`config.mk`:
```
export PLATFORM = sky130hd
export DESIGN_NAME = fir_filter_primed_delay_line
export DESIGN_NICKNAME = d
export VERILOG_FILES = /design/src/design/fir_pkg.sv /design/src/design/fir_front.sv /design/src/design/fir_back.sv /design/src/design/fir_rsp_queue.sv /design/src/design/fir_filter_primed_delay_line.sv
export SDC_FILE = /design/constraint.sdc
export NUM_CORES = 1
export LEC_CHECK = 0
export BUFFER_PORTS_ARGS = -buffer_cell sky130_fd_sc_hd__buf_2
export CORE_ASPECT_RATIO = 0.75
export CORE_MARGIN = 2
export CORE_UTILIZATION = 52
export DETAILED_ROUTE_END_ITERATION = 7
export PLACE_DENSITY = 0.65
export SLEW_MARGIN = 5
export SYNTH_ARGS = -nofsm -noshare
export SYNTH_HDL_FRONTEND = slang
export SYNTH_SLANG_ARGS = --single-unit
```
`constraint.sdc`:
```
create_clock -name clock -period 10 [get_ports clock]
set_clock_uncertainty 0.2 [all_clocks]
set_input_delay 1.5 -clock clock [delete_from_list [all_inputs] [get_ports clock]]
set_output_delay 1.5 -clock clock [all_outputs]
set_load 0.02 [all_outputs]
```
`src/design/fir_pkg.sv`:
```
// Shared types and constants for the primed FIR filter.
// Depends on nothing; every other design file imports it.
package fir_pkg;

   localparam int TAPS       = 8;
   localparam int NCOEF      = 8;
   localparam int SAMPLE_W   = 16;
   localparam int COEF_W     = 16;
   localparam int FRAC_W     = 14;
   localparam int PTR_W      = (TAPS > 1) ? $clog2(TAPS) : 1;
   localparam int COEF_IDX_W = $clog2(NCOEF);
   localparam int PROD_W     = SAMPLE_W + COEF_W;
   localparam int ACC_W      = PROD_W + COEF_IDX_W;
   localparam int SHIFTED_W  = ACC_W - FRAC_W;
   localparam int ADDR_W     = COEF_IDX_W + 2;
   localparam int DATA_W     = 32;

   typedef logic signed [COEF_W-1:0] coef_type;
   typedef coef_type [NCOEF-1:0] coef_bank_type;

   typedef struct packed {
      logic signed [SAMPLE_W-1:0] sample;
      logic                       prime;
   } req_item_type;

   typedef struct packed {
      logic signed [SAMPLE_W-1:0] filtered;
      logic                       clipped;
   } rsp_item_type;

endpackage

```
`src/design/fir_front.sv`:
```
// Input side: a two-entry queue that takes samples and marks those that prime the delay line.
// Depends on fir_pkg.
module fir_front import fir_pkg::*; (
   input  logic                       clock,
   input  logic                       reset,
   input  logic                       push,
   output logic                       full,
   input  logic signed [SAMPLE_W-1:0] sample_in,
   input  logic                       restart,
   output logic                       item_empty,
   output req_item_type               item,
   input  logic                       item_pop
);

   req_item_type entry_ff [2];
   logic       wr_ptr_ff, wr_ptr_in;
   logic       rd_ptr_ff, rd_ptr_in;
   logic [1:0] count_ff, count_in;
   logic       seen_ff, seen_in;
   logic       do_push, do_pop;
   req_item_type new_item;

   assign full       = (count_ff == 2'd2);
   assign item_empty = (count_ff == 2'd0);
   assign do_push    = push && !full;
   assign do_pop     = item_pop && !item_empty;
   assign item       = entry_ff[rd_ptr_ff];

   always_comb begin
      new_item.sample = sample_in;
      new_item.prime  = restart || !seen_ff;
      wr_ptr_in       = do_push ? !wr_ptr_ff : wr_ptr_ff;
      rd_ptr_in       = do_pop ? !rd_ptr_ff : rd_ptr_ff;
      seen_in         = seen_ff || do_push;
      count_in        = count_ff;
      if (do_push && !do_pop) begin
         count_in = count_ff + 2'd1;
      end else if (do_pop && !do_push) begin
         count_in = count_ff - 2'd1;
      end
   end

   always_ff @(posedge clock) begin
      if (reset) begin
         wr_ptr_ff <= 1'b0;
         rd_ptr_ff <= 1'b0;
         count_ff  <= 2'd0;
         seen_ff   <= 1'b0;
      end else begin
         wr_ptr_ff <= wr_ptr_in;
         rd_ptr_ff <= rd_ptr_in;
         count_ff  <= count_in;
         seen_ff   <= seen_in;
      end
   end

   always_ff @(posedge clock) begin
      if (do_push) begin
         entry_ff[wr_ptr_ff] <= new_item;
      end
   end

endmodule

```
`src/design/fir_back.sv`:
```
// Filter engine: delay line, write pointer and one shared multiply-accumulate unit.
// Depends on fir_pkg.
module fir_back import fir_pkg::*; (
   input  logic          clock,
   input  logic          reset,
   input  coef_bank_type coef,
   input  logic          item_empty,
   input  req_item_type  item,
   output logic          item_pop,
   input  logic          rsp_full,
   output logic          rsp_push,
   output rsp_item_type  rsp_item
);

   typedef enum logic [3:0] {
      S_IDLE  = 4'b0001,
      S_MAC   = 4'b0010,
      S_DRAIN = 4'b0100,
      S_DONE  = 4'b1000
   } state_type;

   state_type state_ff, state_in;
   logic signed [SAMPLE_W-1:0] line_ff [TAPS];
   logic [PTR_W-1:0]  wp_ff, wp_in;
   logic [PTR_W-1:0]  rp_ff, rp_in;
   logic [PTR_W-1:0]  k_ff, k_in;
   logic signed [PROD_W-1:0] prod_ff, prod_in;
   logic              pvld_ff, pvld_in;
   logic signed [ACC_W-1:0]  acc_ff, acc_in;
   logic signed [SHIFTED_W-1:0] shifted;
   logic              over, under;

   assign item_pop = (state_ff == S_IDLE) && !item_empty;
   assign rsp_push = (state_ff == S_DONE) && !rsp_full;

   always_comb begin
      shifted = SHIFTED_W'(acc_ff >>> FRAC_W);
      over    = (shifted > SHIFTED_W'(32767));
      under   = (shifted < -SHIFTED_W'(32768));
      rsp_item.clipped = over || under;
      if (over) begin
         rsp_item.filtered = 16'sh7FFF;
      end else if (under) begin
         rsp_item.filtered = 16'sh8000;
      end else begin
         rsp_item.filtered = shifted[SAMPLE_W-1:0];
      end
   end

   always_comb begin
      state_in = state_ff;
      wp_in    = wp_ff;
      rp_in    = rp_ff;
      k_in     = k_ff;
      prod_in  = prod_ff;
      pvld_in  = pvld_ff;
      acc_in   = acc_ff;
      case (state_ff)
         S_IDLE: begin
            if (!item_empty) begin
               rp_in    = wp_ff;
               wp_in    = (wp_ff == PTR_W'(TAPS - 1)) ? '0 : wp_ff + PTR_W'(1);
               k_in     = '0;
               pvld_in  = 1'b0;
               acc_in   = '0;
               state_in = S_MAC;
            end
         end
         S_MAC: begin
            prod_in = coef[COEF_IDX_W'(k_ff)] * line_ff[rp_ff];
            pvld_in = 1'b1;
            if (pvld_ff) begin
               acc_in = acc_ff + ACC_W'(prod_ff);
            end
            rp_in = (rp_ff == '0) ? PTR_W'(TAPS - 1) : rp_ff - PTR_W'(1);
            k_in  = k_ff + PTR_W'(1);
            if (k_ff == PTR_W'(TAPS - 1)) begin
               state_in = S_DRAIN;
            end
         end
         S_DRAIN: begin
            acc_in   = acc_ff + ACC_W'(prod_ff);
            state_in = S_DONE;
         end
         S_DONE: begin
            if (!rsp_full) begin
               state_in = S_IDLE;
            end
         end
         default: begin
            state_in = S_IDLE;
         end
      endcase
   end

   always_ff @(posedge clock) begin
      if (reset) begin
         state_ff <= S_IDLE;
         wp_ff    <= '0;
         pvld_ff  <= 1'b0;
      end else begin
         state_ff <= state_in;
         wp_ff    <= wp_in;
         pvld_ff  <= pvld_in;
      end
   end

   always_ff @(posedge clock) begin
      rp_ff   <= rp_in;
      k_ff    <= k_in;
      prod_ff <= prod_in;
      acc_ff  <= acc_in;
   end

   always_ff @(posedge clock) begin
      for (int i = 0; i < TAPS; i++) begin
         if (item_pop && (item.prime || (wp_ff == PTR_W'(i)))) begin
            line_ff[i] <= item.sample;
         end
      end
   end

endmodule

```
`src/design/fir_rsp_queue.sv`:
```
// Result side: a two-entry queue that holds finished results until they are taken.
// Depends on fir_pkg.
module fir_rsp_queue import fir_pkg::*; (
   input  logic         clock,
   input  logic         reset,
   input  logic         push,
   output logic         full,
   input  rsp_item_type push_item,
   output logic         empty,
   output rsp_item_type pop_item,
   input  logic         pop
);

   rsp_item_type entry_ff [2];
   logic       wr_ptr_ff, wr_ptr_in;
   logic       rd_ptr_ff, rd_ptr_in;
   logic [1:0] count_ff, count_in;
   logic       do_push, do_pop;

   assign full     = (count_ff == 2'd2);
   assign empty    = (count_ff == 2'd0);
   assign do_push  = push && !full;
   assign do_pop   = pop && !empty;
   assign pop_item = entry_ff[rd_ptr_ff];

   always_comb begin
      wr_ptr_in = do_push ? !wr_ptr_ff : wr_ptr_ff;
      rd_ptr_in = do_pop ? !rd_ptr_ff : rd_ptr_ff;
      count_in  = count_ff;
      if (do_push && !do_pop) begin
         count_in = count_ff + 2'd1;
      end else if (do_pop && !do_push) begin
         count_in = count_ff - 2'd1;
      end
   end

   always_ff @(posedge clock) begin
      if (reset) begin
         wr_ptr_ff <= 1'b0;
         rd_ptr_ff <= 1'b0;
         count_ff  <= 2'd0;
      end else begin
         wr_ptr_ff <= wr_ptr_in;
         rd_ptr_ff <= rd_ptr_in;
         count_ff  <= count_in;
      end
   end

   always_ff @(posedge clock) begin
      if (do_push) begin
         entry_ff[wr_ptr_ff] <= push_item;
      end
   end

endmodule

```
`src/design/fir_filter_primed_delay_line.sv`:
```
// Top level of the primed FIR filter: coefficient registers and the three parts below.
// Depends on fir_pkg, fir_front, fir_back and fir_rsp_queue.
//
//   Channel   Ports                                   Transfer when
//   input     push, full, req_sample_in, req_restart  push && !full
//   result    pop, empty, rsp_filtered, rsp_clipped   pop && !empty
//   config    psel, penable, pwrite, paddr, pwdata    psel && penable && pwrite
//
// Each sample passes through the engine in order: the delay line is loaded, each tap goes
// in turn through the single shared multiplier, the product register is drained and the
// result is handed over once the result queue has room. Synchronous reset clears control
// state and the coefficient registers only; no clearing pass is needed. Two-entry queues
// on both sides let the input and result channels stall independently of the engine.
module fir_filter_primed_delay_line import fir_pkg::*; (
   input  logic                       clock,
   input  logic                       reset,
   input  logic                       push,
   output logic                       full,
   input  logic signed [SAMPLE_W-1:0] req_sample_in,
   input  logic                       req_restart,
   output logic                       empty,
   input  logic                       pop,
   output logic signed [SAMPLE_W-1:0] rsp_filtered,
   output logic                       rsp_clipped,
   input  logic                       psel,
   input  logic                       penable,
   input  logic                       pwrite,
   input  logic [ADDR_W-1:0]          paddr,
   input  logic [DATA_W-1:0]          pwdata,
   output logic [DATA_W-1:0]          prdata,
   output logic                       pready
);

   coef_bank_type coef_ff;
   logic [COEF_IDX_W-1:0] reg_idx;
   logic          csr_write;
   logic          item_empty, item_pop;
   req_item_type  item;
   logic          rsp_full, rsp_push;
   rsp_item_type  rsp_item, rsp_head;

   assign pready    = 1'b1;
   assign reg_idx   = paddr[ADDR_W-1:2];
   assign csr_write = psel && penable && pwrite && pready;
   assign prdata    = DATA_W'(coef_ff[reg_idx]);

   always_ff @(posedge clock) begin
      if (reset) begin
         coef_ff <= '0;
      end else if (csr_write) begin
         coef_ff[reg_idx] <= pwdata[COEF_W-1:0];
      end
   end

   fir_front u_front (
      .clock      (clock),
      .reset      (reset),
      .push       (push),
      .full       (full),
      .sample_in  (req_sample_in),
      .restart    (req_restart),
      .item_empty (item_empty),
      .item       (item),
      .item_pop   (item_pop)
   );

   fir_back u_back (
      .clock      (clock),
      .reset      (reset),
      .coef       (coef_ff),
      .item_empty (item_empty),
      .item       (item),
      .item_pop   (item_pop),
      .rsp_full   (rsp_full),
      .rsp_push   (rsp_push),
      .rsp_item   (rsp_item)
   );

   fir_rsp_queue u_rsp (
      .clock     (clock),
      .reset     (reset),
      .push      (rsp_push),
      .full      (rsp_full),
      .push_item (rsp_item),
      .empty     (empty),
      .pop_item  (rsp_head),
      .pop       (pop)
   );

   assign rsp_filtered = rsp_head.filtered;
   assign rsp_clipped  = rsp_head.clipped;

endmodule

```
==> flow_metrics.env <==
export IMPL_min_path_cells=2
export IMPL_drtPass1Iterations=5
export IMPL_end_kind="flip-flop"
export IMPL_power_frac_clock_pct=19.8
export IMPL_r2r_cells=23
export IMPL_arrival_ns=8.63
export IMPL_fin_tns_setup_ns=0
export IMPL_gp_congestion=0.908
export IMPL_seqPwrFrac_pct=32.6
export IMPL_critPathSlowestCell="edfxtp_1"
export IMPL_area_growth_pct=9.17
export IMPL_synthTopCellsByCount="nand2_1, inv_1, edfxtp_1, fa_1, nor2_1"
export IMPL_post_route_period_util_pct=84.9
export IMPL_finalHoldViolations=0
export IMPL_hold_class="reg2reg"
export IMPL_cp_start_kind="flip-flop"
export IMPL_rsz0062_at_grt="false"
export IMPL_cts_clk_slew_worst_paths_ns=0.06
export IMPL_dp_slack_ns=1.55
export IMPL_combPwrFrac_pct=47.6
export IMPL_ys_seq_area_share_pct=38.6
export IMPL_grt_usage_pct=24.1
export IMPL_p_sw_share_pct=40.0
export IMPL_syn_area_per_cell_um2=10.7
export IMPL_htreeDepth=2
export IMPL_worstReg2RegStart="u_back.k_ff[0]"
export IMPL_layout_drive_gt1_share_pct=13.7
export IMPL_path_buf_inv=5
export IMPL_die_w_um=275
export IMPL_p_int_mw=4.87
export IMPL_routedWlPerCell_um=19.4
export IMPL_cts_tree="done"
export IMPL_ys_ff_latch=419
export IMPL_dr_wl_met3_mm=6.03
export IMPL_wl_mm=67.6
export IMPL_slew_violations=0
export IMPL_yosys_area_top_type_share_pct=28.2
export IMPL_syn_instance_count=2688
export IMPL_p_sw_mw=3.24
export IMPL_post_cts_buffers=0
export IMPL_relSlewSlack_pct=21.0
export IMPL_path_class="reg2reg"
export IMPL_die_h_um=207
export IMPL_synth_edff_count=269
export IMPL_grt_max_degree=80
export IMPL_antenna_found_initial=2
export IMPL_drcViolationCount=0
export IMPL_cts_sinks=419
export IMPL_status="completed"
export IMPL_die_area_mm2=0.0571
export IMPL_critical_path_most_common_cell="fa_1"
export IMPL_synth_top_cell_by_area="edfxtp_1"
export IMPL_grt_pass1_vias=20100
export IMPL_syn_nets=3140
export IMPL_rows=74
export IMPL_syn_area_mm2=0.0287
export IMPL_yosysMostFrequentCell="nand2_1"
export IMPL_wl_met2_mm=30.3
export IMPL_period_needed_ns=8.49
export IMPL_max_freq_ghz=0.118
export IMPL_setup_ws_ns=1.51
export IMPL_leakage_nw=12.9
export IMPL_synthArstFlopShare_pct=0
export IMPL_clkLatencyLatePin_ns=0.59
export IMPL_yosys_most_used_dff="edfxtp_1"
export IMPL_required_ns=10.13
export IMPL_worstReg2RegEnd="u_back.prod_ff[31]"
export IMPL_drtIter0Drc=1622
export IMPL_synth_area_leaders="edfxtp_1, fa_1, dfxtp_1"
export IMPL_cts_inserted_buffers=42
export IMPL_grt_ovfl_total=0
export IMPL_n_fill_cell=4585
export IMPL_top_layer="met5"
export IMPL_setup_viol=0
export IMPL_core_area_mm2=0.0544
export IMPL_dp_hpwl_mm=48.2
export IMPL_synth_cell_types=65
export IMPL_hold_path_end="coef_ff[80]"
export IMPL_ir_worst_vdd_v=0.000178
export IMPL_drt_met1_wl_mm=29.5
export IMPL_regToRegSetupSlack_ns=1.51
export IMPL_io_pins=113
export IMPL_max_cap_violations=0
export IMPL_clockRootBuffer="clkbuf_16"
export IMPL_final_nets=3185
export IMPL_grt_pass1_wl_mm=108
export IMPL_ys_warn_count=0
export IMPL_vias=19700
export IMPL_critical_path_max_fanout=14
export IMPL_crit_family="adder cells"
export IMPL_critical_path_max_stage_delay_ns=0.89
export IMPL_hold_start="coef_ff[80]"
export IMPL_holdWs_ns=0.272
export IMPL_ctsHoldBuffers=0
export IMPL_post_cts_resized=0
export IMPL_path_cells="buf_4 > mux4_2 > mux2i_2 > nor2_1 > fa_1 > inv_1 > fa_1 > fa_1 > inv_1 > fa_1 > fa_1 > inv_1 > fa_1 > inv_1 > ha_1 > and3_1 > o2111ai_1 > a211oi_1 > o221ai_1 > o21ai_1 > a41o_1 > nor4b_1 > a211o_1"
export IMPL_worstMarginPinSlew_ns=1.18
export IMPL_cts_buffer_depth=3
export IMPL_power_density_mw_per_mm2=259
export IMPL_via_per_inst=5.65
export IMPL_portBuffers=93
export IMPL_start_util_pct=52.7
export IMPL_detail_route_antenna_nets=0
area by class of cell:
class / count / area, um2 / area share, %
diodes: 3 / 7.51 / 0.0240
flip-flops and latches: 419 / 11100 / 35.4
well taps: 722 / 903 / 2.88
multi-input cells: 1787 / 15800 / 50.4
clock inverters: 23 / 279 / 0.891
clock buffers: 53 / 1140 / 3.65
inverters: 337 / 1260 / 4.04
repair buffers: 146 / 866 / 2.76
cells in the final DEF (no fill, tap or decap), types with 10 or more instances in the layout:
cell / count
nand2_1: 369
inv_1: 337
edfxtp_1: 269
fa_1: 263
nor2_1: 214
a21oi_1: 193
dfxtp_1: 149
ha_1: 128
buf_2: 92
a22oi_1: 65
mux4_2: 64
buf_4: 54
mux2_2: 52
a21o_1: 48
clkbuf_16: 43
o21ai_0: 40
xnor2_1: 38
nand2b_1: 35
or2_2: 35
mux2i_1: 30
xor2_1: 27
nor3_1: 22
nand4_1: 20
nand3_1: 14
a211oi_1: 10
o21a_1: 10
through the flow:
step	area, um2	power, mW	instances	util [%]
finish	31300	8.12	3490	57.5
global route	31300	8.70	3487	57.5
CTS	31300	8.16	3487	57.5
detailed placement	29900	6.52	3411	54.9
global placement	29900	6.41	3411	54.9
floorplan	28700	5.46	2688	-
power by group through the flow:
stage | clock network (mW) | logic [mW] | registers, mW
after detailed placement | 0 | 3.84 | 2.68
after global placement | 0 | 3.75 | 2.66
final | 1.61 | 3.87 | 2.64
after global routing | 1.71 | 4.31 | 2.69
after floorplan | 0 | 2.90 | 2.56
after CTS | 1.64 | 3.87 | 2.65
flip-flops by register name (all words and copies together), names as in the netlist, 2 cells and up, named ones only:
| name | count |
|---|---|
| u_back.k_ff | 3 |
| u_back.state_ff | 4 |
| u_rsp.entry_ff | 34 |
| u_back.rp_ff | 3 |
| u_back.acc_ff | 35 |
| u_back.line_ff | 128 |
| u_back.wp_ff | 3 |
| u_front.count_ff | 2 |
| coef_ff | 128 |
| u_rsp.count_ff | 2 |
| u_back.prod_ff | 32 |
| u_front.entry_ff | 34 |
layer usage:
layer | vias to the layer above | track usage, %
li1 | 9110 | -
met1 | 9752 | 33.6
met2 | 722 | 37.0
met3 | 130 | 6.30
met4 | 2 | 6.92
met5 | - | 1.36
kinds of logic after synthesis:
family                     Yosys count  share of synthesized area, %
buffers and inverters              482                          6.73
other                                1                        0.0131
and+or+nand+nor                    769                          11.6
DFF                                419                          38.6
adders and majority gates          391                          23.9
xor gates and xnor gates            65                          1.98
AOI/OAI and AO/OA                  413                          8.95
muxes                              148                          8.18
worst register-to-register path, delay by kind of cell (launching register included):
kind,cells,cell delay (ns)
muxes,2,1.03
and+or+nand+nor,3,0.44
DFF,1,0.89
adders and majority gates,7,3.50
AOI/OAI and AO/OA,6,1.61
buffers and inverters,5,0.56
how the worst max path moves through the flow:
stage | start | endpoint | slack (ns) | cells after the start
floorplan | u_back.k_ff[0] | u_back.prod_ff[31] | 2.42 | 25
global placement | u_back.k_ff[0] | u_back.prod_ff[31] | 1.58 | 23
detailed placement | u_back.k_ff[0] | u_back.prod_ff[31] | 1.55 | 23
CTS | u_back.k_ff[0] | u_back.prod_ff[31] | 1.52 | 23
global route | flip-flop | u_back.prod_ff[31] | 1.09 | 22
finish | u_back.k_ff[0] | u_back.prod_ff[31] | 1.51 | 23
(Power assumes the default switching activity.)
